## src/sv/lfu_pkg.sv

```systemverilog
// Shared constants and types for the LFU page replacement block.
// Used by lfu_page_replacement_top; no dependencies of its own.
`timescale 1ns / 1ps
`default_nettype none

package lfu_pkg;

	localparam int FRAMES     = 4;
	localparam int PAGES      = 32;
	localparam int COUNT_BITS = 16;
	localparam int TIME_BITS  = 16;

	localparam int PAGE_W   = 5;
	localparam int SLOT_W   = 2;
	localparam int CFG_W    = 3;
	localparam int TOTAL_W  = 16;
	localparam int PAGE_IW  = $clog2(PAGES);
	localparam int SLOT_IW  = $clog2(FRAMES) > 0 ? $clog2(FRAMES) : 1;
	localparam int ISSUE_W  = $clog2(FRAMES + 1);
	localparam int ENTRY_W  = COUNT_BITS + TIME_BITS;

	localparam logic [CFG_W-1:0] FRAMES_RESET = CFG_W'(3);

	typedef logic [PAGE_IW-1:0]    page_idx_t;
	typedef logic [SLOT_IW-1:0]    slot_idx_t;
	typedef logic [COUNT_BITS-1:0] count_t;
	typedef logic [TIME_BITS-1:0]  stamp_t;
	typedef logic [TOTAL_W-1:0]    total_t;

	typedef enum logic [3:0] {
		ST_IDLE   = 4'b0001,
		ST_UPDATE = 4'b0010,
		ST_SCAN   = 4'b0100,
		ST_RESULT = 4'b1000
	} state_t;

endpackage

`default_nettype wire

```

## src/sv/lfu_ram.sv

```systemverilog
// Generic single-port-write, single-port-read RAM with a registered read.
// Stands alone; used for the per-page count and stamp store.
`timescale 1ns / 1ps
`default_nettype none

module lfu_ram #(
	parameter int WIDTH = 32,
	parameter int DEPTH = 32
) (
	input  wire logic                     clk,
	input  wire logic                     we,
	input  wire logic [$clog2(DEPTH)-1:0] waddr,
	input  wire logic [WIDTH-1:0]         wdata,
	input  wire logic                     re,
	input  wire logic [$clog2(DEPTH)-1:0] raddr,
	output logic      [WIDTH-1:0]         rdata
);

	logic [WIDTH-1:0] mem_q [DEPTH];

	always_ff @(posedge clk) begin
		if (we) begin
			mem_q[waddr] <= wdata;
		end
		if (re) begin
			rdata <= mem_q[raddr];
		end
	end

endmodule

`default_nettype wire

```

## src/sv/lfu_page_replacement_top.sv

```systemverilog
// Top level of the LFU page replacement block: frame table, sequencer and result register.
// Depends on lfu_pkg and lfu_ram.
`timescale 1ns / 1ps
`default_nettype none

// One page request enters at a time. A hit or a fill goes from the update state through the
// result state into the result register. A miss passes through the victim scan in between,
// since the use count and stamp of each resident page are read one per cycle from the single
// read port of the page store. The next request can be taken once the result
// register is loaded. A finished result waits in its own register, so the next request
// is taken while it is still stalled. Reset clears everything at once: the page store has a
// valid bit per entry and an entry never written reads as zero.
module lfu_page_replacement_top
	import lfu_pkg::*;
(
	input  wire logic                         clk,
	input  wire logic                         arst_n,
	input  wire logic                         cfg_valid,
	output logic                              cfg_ready,
	input  wire logic [lfu_pkg::CFG_W-1:0]    frames_in_use,
	input  wire logic                         page_valid,
	output logic                              page_stall,
	input  wire logic [lfu_pkg::PAGE_W-1:0]   page_number,
	output logic                              result_valid,
	input  wire logic                         result_stall,
	output logic                              hit,
	output logic      [lfu_pkg::SLOT_W-1:0]   slot,
	output logic                              evicted_valid,
	output logic      [lfu_pkg::PAGE_W-1:0]   evicted_page,
	output logic      [lfu_pkg::TOTAL_W-1:0]  hit_total,
	output logic      [lfu_pkg::TOTAL_W-1:0]  fault_total
);

	state_t                state_q;
	logic [CFG_W-1:0]      frames_q;
	logic [FRAMES-1:0]     slot_vld_q;
	page_idx_t             slot_page_q [FRAMES];
	logic [PAGES-1:0]      ent_vld_q;
	stamp_t                clock_q;
	stamp_t                now_q;
	total_t                hits_q;
	total_t                faults_q;
	page_idx_t             page_q;

	logic [ISSUE_W-1:0]    issue_q;
	logic                  rd_pend_s1;
	slot_idx_t             rd_slot_s1;
	logic                  rd_vld_s1;

	count_t                best_cnt_q;
	stamp_t                best_age_q;
	stamp_t                best_stamp_q;
	slot_idx_t             best_slot_q;

	logic                  res_hit_q;
	slot_idx_t             res_slot_q;
	logic                  res_ev_q;
	page_idx_t             res_evp_q;

	logic                  out_vld_q;
	logic                  out_hit_q;
	logic [SLOT_W-1:0]     out_slot_q;
	logic                  out_ev_q;
	logic [PAGE_W-1:0]     out_evp_q;
	total_t                out_hits_q;
	total_t                out_faults_q;

	logic                  accept;
	slot_idx_t             last_slot;
	logic                  issue_ok;
	logic                  ram_we;
	page_idx_t             ram_waddr;
	logic [ENTRY_W-1:0]    ram_wdata;
	logic                  ram_re;
	page_idx_t             ram_raddr;
	logic [ENTRY_W-1:0]    ram_rdata;
	count_t                rd_cnt;
	stamp_t                rd_stamp;
	count_t                new_cnt;
	logic                  found;
	logic                  found_hit;
	slot_idx_t             found_slot;
	stamp_t                rd_age;
	logic                  take;
	count_t                cand_cnt;
	stamp_t                cand_age;
	stamp_t                cand_stamp;
	slot_idx_t             cand_slot;
	logic                  scan_done;
	logic                  out_free;

	assign cfg_ready  = 1'b1;
	assign page_stall = (state_q != ST_IDLE);
	assign accept     = page_valid && !page_stall;
	assign out_free   = !out_vld_q || !result_stall;

	always_comb begin
		if (frames_q == '0) begin
			last_slot = '0;
		end else if (frames_q > CFG_W'(FRAMES)) begin
			last_slot = SLOT_IW'(FRAMES - 1);
		end else begin
			last_slot = SLOT_IW'(frames_q - CFG_W'(1));
		end
	end

	assign rd_cnt   = rd_vld_s1 ? ram_rdata[ENTRY_W-1:TIME_BITS] : '0;
	assign rd_stamp = rd_vld_s1 ? ram_rdata[TIME_BITS-1:0] : '0;
	assign new_cnt  = (rd_cnt == '1) ? rd_cnt : rd_cnt + COUNT_BITS'(1);
	assign rd_age   = now_q - rd_stamp;

	always_comb begin
		found      = 1'b0;
		found_hit  = 1'b0;
		found_slot = '0;
		for (int j = 0; j < FRAMES; j++) begin
			if (!found && SLOT_IW'(j) <= last_slot &&
			    (!slot_vld_q[j] || slot_page_q[j] == page_q)) begin
				found      = 1'b1;
				found_hit  = slot_vld_q[j];
				found_slot = SLOT_IW'(j);
			end
		end
	end

	assign take = (rd_slot_s1 == '0) || (rd_cnt < best_cnt_q) ||
	              (rd_cnt == best_cnt_q && rd_age > best_age_q);
	assign cand_cnt   = take ? rd_cnt : best_cnt_q;
	assign cand_age   = take ? rd_age : best_age_q;
	assign cand_stamp = take ? rd_stamp : best_stamp_q;
	assign cand_slot  = take ? rd_slot_s1 : best_slot_q;
	assign scan_done  = (state_q == ST_SCAN) && rd_pend_s1 && (rd_slot_s1 == last_slot);
	assign issue_ok   = (state_q == ST_SCAN) && (issue_q <= ISSUE_W'(last_slot));

	always_comb begin
		ram_re    = 1'b0;
		ram_raddr = page_number[PAGE_IW-1:0];
		if (accept) begin
			ram_re = 1'b1;
		end else if (issue_ok) begin
			ram_re    = 1'b1;
			ram_raddr = slot_page_q[issue_q[SLOT_IW-1:0]];
		end
	end

	always_comb begin
		ram_we    = 1'b0;
		ram_waddr = page_q;
		ram_wdata = {new_cnt, now_q};
		if (state_q == ST_UPDATE) begin
			ram_we = 1'b1;
		end else if (scan_done) begin
			ram_we    = 1'b1;
			ram_waddr = slot_page_q[cand_slot];
			ram_wdata = {COUNT_BITS'(0), cand_stamp};
		end
	end

	lfu_ram #(
		.WIDTH(ENTRY_W),
		.DEPTH(PAGES)
	) u_store (
		.clk  (clk),
		.we   (ram_we),
		.waddr(ram_waddr),
		.wdata(ram_wdata),
		.re   (ram_re),
		.raddr(ram_raddr),
		.rdata(ram_rdata)
	);

	always_ff @(posedge clk or negedge arst_n) begin
		if (!arst_n) begin
			state_q      <= ST_IDLE;
			frames_q     <= FRAMES_RESET;
			slot_vld_q   <= '0;
			for (int j = 0; j < FRAMES; j++) begin
				slot_page_q[j] <= '0;
			end
			ent_vld_q    <= '0;
			clock_q      <= '0;
			hits_q       <= '0;
			faults_q     <= '0;
			issue_q      <= '0;
			rd_pend_s1   <= 1'b0;
			out_vld_q    <= 1'b0;
		end else begin
			if (cfg_valid && cfg_ready) begin
				frames_q <= frames_in_use;
			end
			if (ram_we) begin
				ent_vld_q[ram_waddr] <= 1'b1;
			end
			rd_pend_s1 <= issue_ok;
			if (issue_ok) begin
				issue_q <= issue_q + ISSUE_W'(1);
			end
			if (state_q == ST_RESULT && out_free) begin
				out_vld_q <= 1'b1;
			end else if (!result_stall) begin
				out_vld_q <= 1'b0;
			end

			case (state_q)
				ST_IDLE: begin
					if (accept) begin
						state_q <= ST_UPDATE;
					end
				end
				ST_UPDATE: begin
					clock_q <= clock_q + TIME_BITS'(1);
					if (found) begin
						slot_vld_q[found_slot]  <= 1'b1;
						slot_page_q[found_slot] <= page_q;
						if (found_hit) begin
							if (hits_q != '1) begin
								hits_q <= hits_q + TOTAL_W'(1);
							end
						end else if (faults_q != '1) begin
							faults_q <= faults_q + TOTAL_W'(1);
						end
						state_q <= ST_RESULT;
					end else begin
						if (faults_q != '1) begin
							faults_q <= faults_q + TOTAL_W'(1);
						end
						issue_q <= '0;
						state_q <= ST_SCAN;
					end
				end
				ST_SCAN: begin
					if (scan_done) begin
						slot_page_q[cand_slot] <= page_q;
						state_q                <= ST_RESULT;
					end
				end
				ST_RESULT: begin
					if (out_free) begin
						state_q <= ST_IDLE;
					end
				end
				default: begin
					state_q <= ST_IDLE;
				end
			endcase
		end
	end

	always_ff @(posedge clk) begin
		if (accept) begin
			page_q <= page_number[PAGE_IW-1:0];
			now_q  <= clock_q;
		end
		if (ram_re) begin
			rd_vld_s1  <= ent_vld_q[ram_raddr];
			rd_slot_s1 <= issue_q[SLOT_IW-1:0];
		end
		if (state_q == ST_UPDATE && found) begin
			res_hit_q  <= found_hit;
			res_slot_q <= found_slot;
			res_ev_q   <= 1'b0;
			res_evp_q  <= '0;
		end
		if (state_q == ST_SCAN && rd_pend_s1) begin
			best_cnt_q   <= cand_cnt;
			best_age_q   <= cand_age;
			best_stamp_q <= cand_stamp;
			best_slot_q  <= cand_slot;
		end
		if (scan_done) begin
			res_hit_q  <= 1'b0;
			res_slot_q <= cand_slot;
			res_ev_q   <= 1'b1;
			res_evp_q  <= slot_page_q[cand_slot];
		end
		if (state_q == ST_RESULT && out_free) begin
			out_hit_q    <= res_hit_q;
			out_slot_q   <= SLOT_W'(res_slot_q);
			out_ev_q     <= res_ev_q;
			out_evp_q    <= PAGE_W'(res_evp_q);
			out_hits_q   <= hits_q;
			out_faults_q <= faults_q;
		end
	end

	assign result_valid  = out_vld_q;
	assign hit           = out_hit_q;
	assign slot          = out_slot_q;
	assign evicted_valid = out_ev_q;
	assign evicted_page  = out_evp_q;
	assign hit_total     = out_hits_q;
	assign fault_total   = out_faults_q;

	// The page store is written only while a request is being worked on.
	a_write_busy: assert property (@(posedge clk) disable iff (!arst_n)
		ram_we |-> (state_q == ST_UPDATE || state_q == ST_SCAN))
		else $error("page store written outside a request");

	// A new result appears only when the sequencer hands one over.
	a_result_src: assert property (@(posedge clk) disable iff (!arst_n)
		$rose(out_vld_q) |-> $past(state_q == ST_RESULT))
		else $error("result appeared without a finished request");

	// A hit never evicts a page.
	a_hit_no_evict: assert property (@(posedge clk) disable iff (!arst_n)
		out_vld_q |-> !(out_hit_q && out_ev_q))
		else $error("hit reported together with an eviction");

	// The victim scan never reads past the active frames.
	a_scan_range: assert property (@(posedge clk) disable iff (!arst_n)
		(state_q == ST_SCAN && rd_pend_s1) |-> (rd_slot_s1 <= last_slot))
		else $error("victim scan beyond the active frames");

endmodule

`default_nettype wire
```

## config.mk

```make
export PLATFORM = sky130hd
export DESIGN_NAME = lfu_page_replacement_top
export DESIGN_NICKNAME = d
export VERILOG_FILES = /design/src/sv/lfu_pkg.sv /design/src/sv/lfu_ram.sv /design/src/sv/lfu_page_replacement_top.sv
export SDC_FILE = /design/constraint.sdc
export NUM_CORES = 2
export LEC_CHECK = 0
export BUFFER_PORTS_ARGS = -buffer_cell sky130_fd_sc_hd__buf_4
export CAP_MARGIN = 30
export CORE_MARGIN = 5
export CORE_UTILIZATION = 40
export CTS_CLUSTER_SIZE = 30
export DETAILED_ROUTE_END_ITERATION = 8
export PLACE_DENSITY = 0.64
export SETUP_SLACK_MARGIN = 0.02
export SYNTH_ARGS = -nofsm -noshare
export SYNTH_HDL_FRONTEND = slang
export SYNTH_SLANG_ARGS = --single-unit
```

## constraint.sdc

```tcl
create_clock -name clk -period 11.1 [get_ports clk]
set_input_delay 2.22 -clock clk [delete_from_list [all_inputs] [get_ports clk]]
set_output_delay 2.22 -clock clk [all_outputs]
set_load 0.01 [all_outputs]
```

Word-level counts from Yosys, hierarchy flattened
Memories as Yosys holds them, arrays and structs flattened. A register that Yosys moved wholly into a read port is not among the register bits.
Index checks and enable logic that the tools add are counted.
W data, S select, Z words.
Storage, ports and cells
  RAM bits: 1024
  memories kept: 1
  flip-flop bits (word level): 240
  word-level logic and storage cells: 196
  input bits: 13
  output and inout bits: 44
Memory list
  u_store.mem_q: depth 32, width 32, read ports 1, clocked after memory_dff 1, write ports 1, RTL line lfu_ram.sv:19  | logic [WIDTH-1:0] mem_q [DEPTH];
Operators by class
  add/sub/neg operators: 7
  eq/ne operators: 20
  bitwise logic cells: 5
  muxes and demuxes: 68
  $lt $le $gt $ge: 18
  reductions and logical operators: 45
Operators by type and width (count)
  $mux W16: 7
  $add A16 B1 Y16 const B: 4
  $mux W32: 2
  $mux W5: 12
  $bwmux W20: 2
  $mux W20: 2
  $pmux W20 S2: 1
  $ne A16 B16 Y1 const B: 2
  $or A32 B32 Y32: 1
  $bmux W5 S2: 2
  $demux W5 S2: 2
  $eq A5 B5 Y1: 4
  $mux W1: 20
  $logic_and A1 B1 Y1: 18
  $eq A16 B16 Y1: 1
  $eq A16 B16 Y1 const B: 1
  $gt A16 B16 Y1: 1
  $lt A16 B16 Y1: 1
  $mux W4: 4
  $pmux W4 S4: 1
  $sub A16 B16 Y16: 1
  $mux W2: 7
  $lt A5 B6 Y1 const B: 2
  $logic_not A1 Y1: 10
  other kinds (32): 55

Longest topological paths before layout
  depth after elaboration: 26
  depth in mapped cells: 30
  gate-level depth less buffers: 27

By module
Synthesis repeated with hierarchy kept, for this count alone.
Unflattened totals
  cell total of the unflattened synthesis: 3435
  area, all modules: 53781.6 µm²
Modules (own cells, without submodules)
  lfu_ram: cells each 2260, area an instance 40812.9 µm², instances 1, seq. area each 31710.4 µm²
  lfu_page_replacement_top: cells each 1175, area an instance 12968.7 µm², instances 1, seq. area each 6610.1 µm²

Least setup slack after synthesis
Ideal clock, no wire load.
  path type: register to register
  from: register rd_vld_s1
  to: memory u_store.mem_q[4][0] (enable)
  arrival time: 7.360 ns
  path buffers: 3
  data required time: 10.679 ns
  library setup time: 0.421 ns
  stages on the path, launching flop included: 30
  period minus slack after synthesis: 7.781 ns
  setup slack: 3.319 ns
  cells stage by stage: edfxtp_1 -> clkbuf_1 -> and2_1 -> ha_1 -> inv_1 -> fa_1 -> a21o_1 -> a21o_1 -> a21o_1 -> a21oi_1 -> o21bai_1 -> a21oi_1 -> o211ai_1 -> a31o_2 -> a21oi_1 -> xnor2_1 -> ha_1 -> a21oi_1 -> nor2b_1 -> a211oi_2 -> a31oi_4 -> or2_1 -> buf_6 -> a211o_4 -> inv_4 -> mux2_4 -> a221o_2 -> or3_1 -> buf_2 -> nor2_1
On the way
  cells in the longest elaborated chain, start to end: 12
  elaborated cells between the ends (all ways): 16
  classes of those cells: 1 x add/sub; 2 x order compare; 1 x eq/ne; 8 x mux; 1 x bitwise; 3 x reduce/logical
Ends and longest elaborated chain
  start: declaration: RTL line lfu_page_replacement_top.sv:48  | logic rd_vld_s1;
  start signal: assignment: RTL line lfu_page_replacement_top.sv:255  | rd_vld_s1 <= ent_vld_q[ram_raddr];
  $mux W16: RTL line lfu_page_replacement_top.sv:108  | assign rd_stamp = rd_vld_s1 ? ram_rdata[TIME_BITS-1:0] : '0;
  $sub A16 B16 Y16: RTL line lfu_page_replacement_top.sv:110  | assign rd_age = now_q - rd_stamp;
  net rd_age[14]: RTL line lfu_page_replacement_top.sv:83  | stamp_t rd_age;
  $gt A16 B16 Y1: RTL line lfu_page_replacement_top.sv:127  | (rd_cnt == best_cnt_q && rd_age > best_age_q);
  $logic_and A1 B1 Y1: RTL line lfu_page_replacement_top.sv:127
  $logic_or A1 B1 Y1: RTL line lfu_page_replacement_top.sv:126  | assign take = (rd_slot_s1 == '0) || (rd_cnt < best_cnt_q) ||
  $mux W2: RTL line lfu_page_replacement_top.sv:131  | assign cand_slot = take ? rd_slot_s1 : best_slot_q;
  net cand_slot[1]: RTL line lfu_page_replacement_top.sv:88  | slot_idx_t cand_slot;
  $not A2 Y3 (implied by the code): RTL line lfu_page_replacement_top.sv:154  | ram_waddr = slot_page_q[cand_slot];
  $bmux W5 S2: RTL line lfu_page_replacement_top.sv:154
  $mux W5 (implied by the code) (2 in a row): RTL line lfu_page_replacement_top.sv:154
  $mux W5: RTL line lfu_page_replacement_top.sv:152  | end else if (scan_done) begin
  $mux W5: RTL line lfu_page_replacement_top.sv:150  | if (state_q == ST_UPDATE) begin
  end: declaration: RTL line lfu_ram.sv:19
The timed path passes the listed nets, and every way through them passes these cells. The select of a mux whose other input is x is not followed.

Worst setup path in the final report
  from: register rd_vld_s1
  to: memory u_store.mem_q[12][12] (enable)
On the way
  cells in the longest elaborated chain, start to end: 12
  elaborated cells between the ends (all ways): 16
  classes of those cells: 1 x add/sub; 2 x order compare; 1 x eq/ne; 8 x mux; 1 x bitwise; 3 x reduce/logical
Ends and longest elaborated chain (RTL line)
  $mux W16: lfu_page_replacement_top.sv:108
  $sub A16 B16 Y16: lfu_page_replacement_top.sv:110
  net rd_age[14]: lfu_page_replacement_top.sv:83
  $gt A16 B16 Y1: lfu_page_replacement_top.sv:127
  $logic_and A1 B1 Y1: lfu_page_replacement_top.sv:127
  $logic_or A1 B1 Y1: lfu_page_replacement_top.sv:126
  $mux W2: lfu_page_replacement_top.sv:131
  $not A2 Y3 (implied by the code): lfu_page_replacement_top.sv:154
  $bmux W5 S2: lfu_page_replacement_top.sv:154
  $mux W5 (implied by the code) (2 in a row): lfu_page_replacement_top.sv:154
  $mux W5: lfu_page_replacement_top.sv:152
  $mux W5: lfu_page_replacement_top.sv:150
The timed path passes the listed nets, and every way through them passes these cells. The select of a mux whose other input is x is not followed.

==> flow_results.org <==
** CTS
- TritonCTS built the clock tree.
- Number of gates resized after cts :: 0
- The clock reaches the later pin of the worst-skew pair after 0.76 ns.
- Cts-stage hold buffer count :: 0
- The number of setup buffers added after CTS is 0.
- Clock tree synthesis found a total of 1296 sinks.
- The clock passes through at most 3 buffers.
- The H-tree was split into 4 levels.
- The cell sitting at the root of the clock tree is a sky130_fd_sc_hd__clkbuf_16.
- Clock-pin slew was measured on the worst setup and hold paths at 0.06 ns.
- In this run, CTS created clock tree buffers numbering 130.

** Yosys
- Top FF cell, synth :: sky130_fd_sc_hd__edfxtp_1
- Fraction of synthesis flops using an asynchronous set or reset pin :: 8.95%
- Summing every instance area after synthesis gives 0.0536 mm2.
- Summed over its instances, the top area cell type makes up 66.0% of the synthesized netlist area.
- Counting flops and latches in the post-synthesis netlist gives 1296.
- Synthesis produced a netlist whose cell count is 4189.
- For this run, the number of Yosys warnings is 0.
- Top area cells in the synthesized netlist :: sky130_fd_sc_hd__edfxtp_1, sky130_fd_sc_hd__nand2_1, sky130_fd_sc_hd__dfrtp_1
- Yosys cell types :: 75
- Syn avg cell area :: 12.8 um2
- Leading area contributor after synthesis :: sky130_fd_sc_hd__edfxtp_1
- EDFF count, synth :: 1178
- Post-synthesis sequential area ratio :: 71.5%
- The number of nets in the synthesized netlist is 4259.

** STA
- Based on the critical path, the design can be clocked at up to 119 MHz.
- Setup violations remaining at the end of the flow were counted as 0.
- For the pin with the worst max-slew slack, the measured transition is 1.05 ns.
- Post-Route Setup TNS :: 0 ns
- Unrepaired setup endpoints after global routing :: no
- Final worst slack :: 2.72 ns
- The clock arrives with 0.0350 ns of skew.
- Minimum period implied by the final worst setup slack :: 8.38 ns
- Post-route clock period utilization :: 75.5%
- Final Max Tran Viols :: 0
- Tightest slew margin relative to the limit :: 29.8%
- Hold Fails Final Rpt :: 0

** Worst setup path
- Number of cells on the worst reg-to-reg path :: 23
- Arrival time of data at the critical path endpoint :: 8.76 ns
- In this run the worst path has a maximum fanout of 32.
- Element type at the critical path start :: flop
- STA classifies the critical path endpoint as a flop.
- STA puts the critical path data required time at 11.48 ns.
- The setup path with the least slack is of type reg -> reg.

** Floorplanning
- IO Count :: 57
- Placement row count :: 134
- Initial Util :: 40.2%
- X dimension of the die :: 376 um
- DIE HEIGHT :: 376 um
- The die covers 0.141 mm2.
- Placeable Area :: 0.133 mm2

** Min path
- Along the worst hold path, the cell count comes to 0.
- The worst hold path belongs to the class reg -> reg.

** GRT
- Total global routing track utilization :: 18.1%
- Met2 GRT Util :: 28.0%
- Initial antenna violation count :: 0
- In this run the most used layer during global routing was met2.
- Vias in the first global route :: 32200
- Entering global routing, the biggest net connects 188 pins.
- Wire length of the first global-routing pass :: 200000 um
- Total global routing overflow :: 0
- GR Layer Usage met3 :: 3.14%
- Global routing consumed, on the met1 layer, 26.5% of the routing resources.

** Placement
- The HPWL after detailed placement is 77200 um.
- The congestion estimate from routability-driven global placement came to 0.856.
- During placement, the flow inserted port buffers numbering 55.
- Before CTS, the worst setup slack after placement is 2.90 ns.

** Final layout
- The library cell used most frequently in the layout, excluding fill and tap cells, is sky130_fd_sc_hd__nand2_1.
- Most used cells in the layout excluding fill and tap cells :: sky130_fd_sc_hd__nand2_1, sky130_fd_sc_hd__edfxtp_1, sky130_fd_sc_hd__nand3_1, sky130_fd_sc_hd__a311oi_1, sky130_fd_sc_hd__and3_1
- Area growth, synth to finish :: 13.8%
- Cells with a size suffix above 1 make up 9.92% of the layout.
- The repair_antennas step left the layout with diodes totalling 0.
- Number of nets in the layout :: 4272

** Detailed routing
- In the routed layout, each cell is associated on average with a via count of 5.56.
- After detailed routing, the number of remaining DRC violations is 0.
- For this run, the detailed router's first-pass iteration total came to 6.
- The first routing iteration left 3844 violations.
- The final layout contains routed wiring with a total length of 131000 um.
- The final route contains 33700 vias.
- Number of antenna-violating nets in the routed design :: 0
- In the final routed layout, each cell accounts on average for 21.7 um.

** Power and ir drop
- In this run the static leakage power is 21.7 nW.
- IR analysis of the VDD net gives a maximum drop of 0.129 mV.
- In this run the power density over the cells is 206 mW/mm2.
- Total power for the finished layout comes to 0.0126 W.

** Flow run
- The tool flagged a number of max-cap violations equal to 0.

** Run status
- The run finished with clean final reports.
==> layout make-up <==
type                            instances  area (um2)
Multi-Input combinational cell       2577       14500
Tap cell                             1768        2210
Clock buffer                          166        3490
Timing Repair Buffer                  139        1700
Clock inverter                         58         609
Sequential cell                      1296       38300
Fill cell                           11700       72300
Inverter                               58         220
==> Yosys cell counts, types with 6 or more instances <==
| master | count |
|---|---|
| sky130_fd_sc_hd__a211oi_1 | 34 |
| sky130_fd_sc_hd__a21o_1 | 43 |
| sky130_fd_sc_hd__a21oi_1 | 60 |
| sky130_fd_sc_hd__a311oi_1 | 199 |
| sky130_fd_sc_hd__a31oi_1 | 71 |
| sky130_fd_sc_hd__and2_1 | 21 |
| sky130_fd_sc_hd__and3_1 | 148 |
| sky130_fd_sc_hd__buf_1 | 11 |
| sky130_fd_sc_hd__buf_2 | 27 |
| sky130_fd_sc_hd__clkbuf_1 | 218 |
| sky130_fd_sc_hd__dfrtp_1 | 113 |
| sky130_fd_sc_hd__edfxtp_1 | 1178 |
| sky130_fd_sc_hd__ha_1 | 56 |
| sky130_fd_sc_hd__inv_1 | 57 |
| sky130_fd_sc_hd__mux2_2 | 34 |
| sky130_fd_sc_hd__mux2i_1 | 9 |
| sky130_fd_sc_hd__nand2_1 | 1204 |
| sky130_fd_sc_hd__nand2b_1 | 7 |
| sky130_fd_sc_hd__nand3_1 | 297 |
| sky130_fd_sc_hd__nand3b_1 | 8 |
| sky130_fd_sc_hd__nand4_1 | 18 |
| sky130_fd_sc_hd__nor2_1 | 94 |
| sky130_fd_sc_hd__nor2b_1 | 13 |
| sky130_fd_sc_hd__nor3_1 | 17 |
| sky130_fd_sc_hd__o211ai_1 | 6 |
| sky130_fd_sc_hd__o21ai_0 | 39 |
| sky130_fd_sc_hd__o21bai_1 | 33 |
| sky130_fd_sc_hd__xnor2_1 | 61 |
| sky130_fd_sc_hd__xor2_1 | 35 |
==> routing by layer <==
metal / share of wire [%] / wire length [um]
met1: 44 / 57900
met2: 46 / 60900
met3: 7.3 / 9540
met4: 2.3 / 2980
met5: 0 / 0
==> registers in the layout, indices dropped and copies added, names as in the netlist, 5 cells and up <==
name,count
best_age_q,16
best_cnt_q,16
best_stamp_q,16
clock_q,16
ent_vld_q,32
evicted_page,5
fault_total,16
faults_q,16
hit_total,16
hits_q,16
now_q,16
page_q,5
res_evp_q,5
slot_page_q,20
u_store.mem_q,1024
u_store.rdata,32
==> cells by family (layout without fill, tap and decap cells) <==
group	count (synthesis)	after routing	share of synthesized area, %
buffers and inverters	316	421	2.30
other	1	1	0.00699
XOR/XNOR	96	96	1.57
adder cells (fa/ha/maj)	58	58	1.36
AND/OR/NAND/NOR	1842	1842	14.7
flip-flops	1296	1296	71.5
multiplexers	49	49	1.12
AO/OA/AOI/OAI	531	531	7.44
==> report_power, final <==
part	total (W)	internal (W)	switching, W	leakage [nW]
clock network	0.00429	0.00244	0.00185	2.01
logic	0.00219	0.000685	0.00150	7.44
registers	0.00608	0.00589	0.000196	12.3
==> critical path, cell delays in order, from the launching register on <==
cell and delay (ns):
sky130_fd_sc_hd__edfxtp_1 0.34, sky130_fd_sc_hd__buf_4 0.34, sky130_fd_sc_hd__nand2_1 0.17, sky130_fd_sc_hd__fa_1 0.43, sky130_fd_sc_hd__a21o_1 0.18, sky130_fd_sc_hd__a21o_1 0.20, sky130_fd_sc_hd__a21o_1 0.18, sky130_fd_sc_hd__a21oi_1 0.22
sky130_fd_sc_hd__o21bai_1 0.10, sky130_fd_sc_hd__a21oi_1 0.27, sky130_fd_sc_hd__o211ai_1 0.18, sky130_fd_sc_hd__a31o_2 0.28, sky130_fd_sc_hd__a21oi_1 0.19, sky130_fd_sc_hd__xnor2_1 0.12, sky130_fd_sc_hd__ha_1 0.33, sky130_fd_sc_hd__nand4_1 0.12
sky130_fd_sc_hd__a2111o_1 0.40, sky130_fd_sc_hd__a31oi_4 0.29, sky130_fd_sc_hd__or2_1 0.36, sky130_fd_sc_hd__o22a_1 0.58, sky130_fd_sc_hd__mux2i_1 0.34, sky130_fd_sc_hd__o21ai_0 0.76, sky130_fd_sc_hd__nand3b_1 0.65, sky130_fd_sc_hd__nor2_4 0.95
==> path summary, 6_finish.rpt <==
check	start	endpoint	slack, ns
max	rd_vld_s1	u_store.mem_q[12][12]	2.72
min	res_slot_q[1]	slot[1]	0.43
max reg2reg	rd_vld_s1	u_store.mem_q[12][12]	2.72
min reg2reg	res_slot_q[1]	slot[1]	0.43
max in group asynchronous	arst_n	hits_q[10]	8.05
min in group asynchronous	arst_n	faults_q[4]	1.42
==> per-stage QoR <==
stage                     util, %  instances  area [um2]  hold WS, ns
after floorplan                 -       4189       53600        0.400
after global placement       42.1       5806       56100        0.405
after detailed placement     42.6       5832       56800        0.410
after CTS                    45.7       6056       60900        0.429
after global routing         45.8       6062       61000        0.437
final                        45.8       6062       61000        0.428
(Power assumes the default switching activity.)
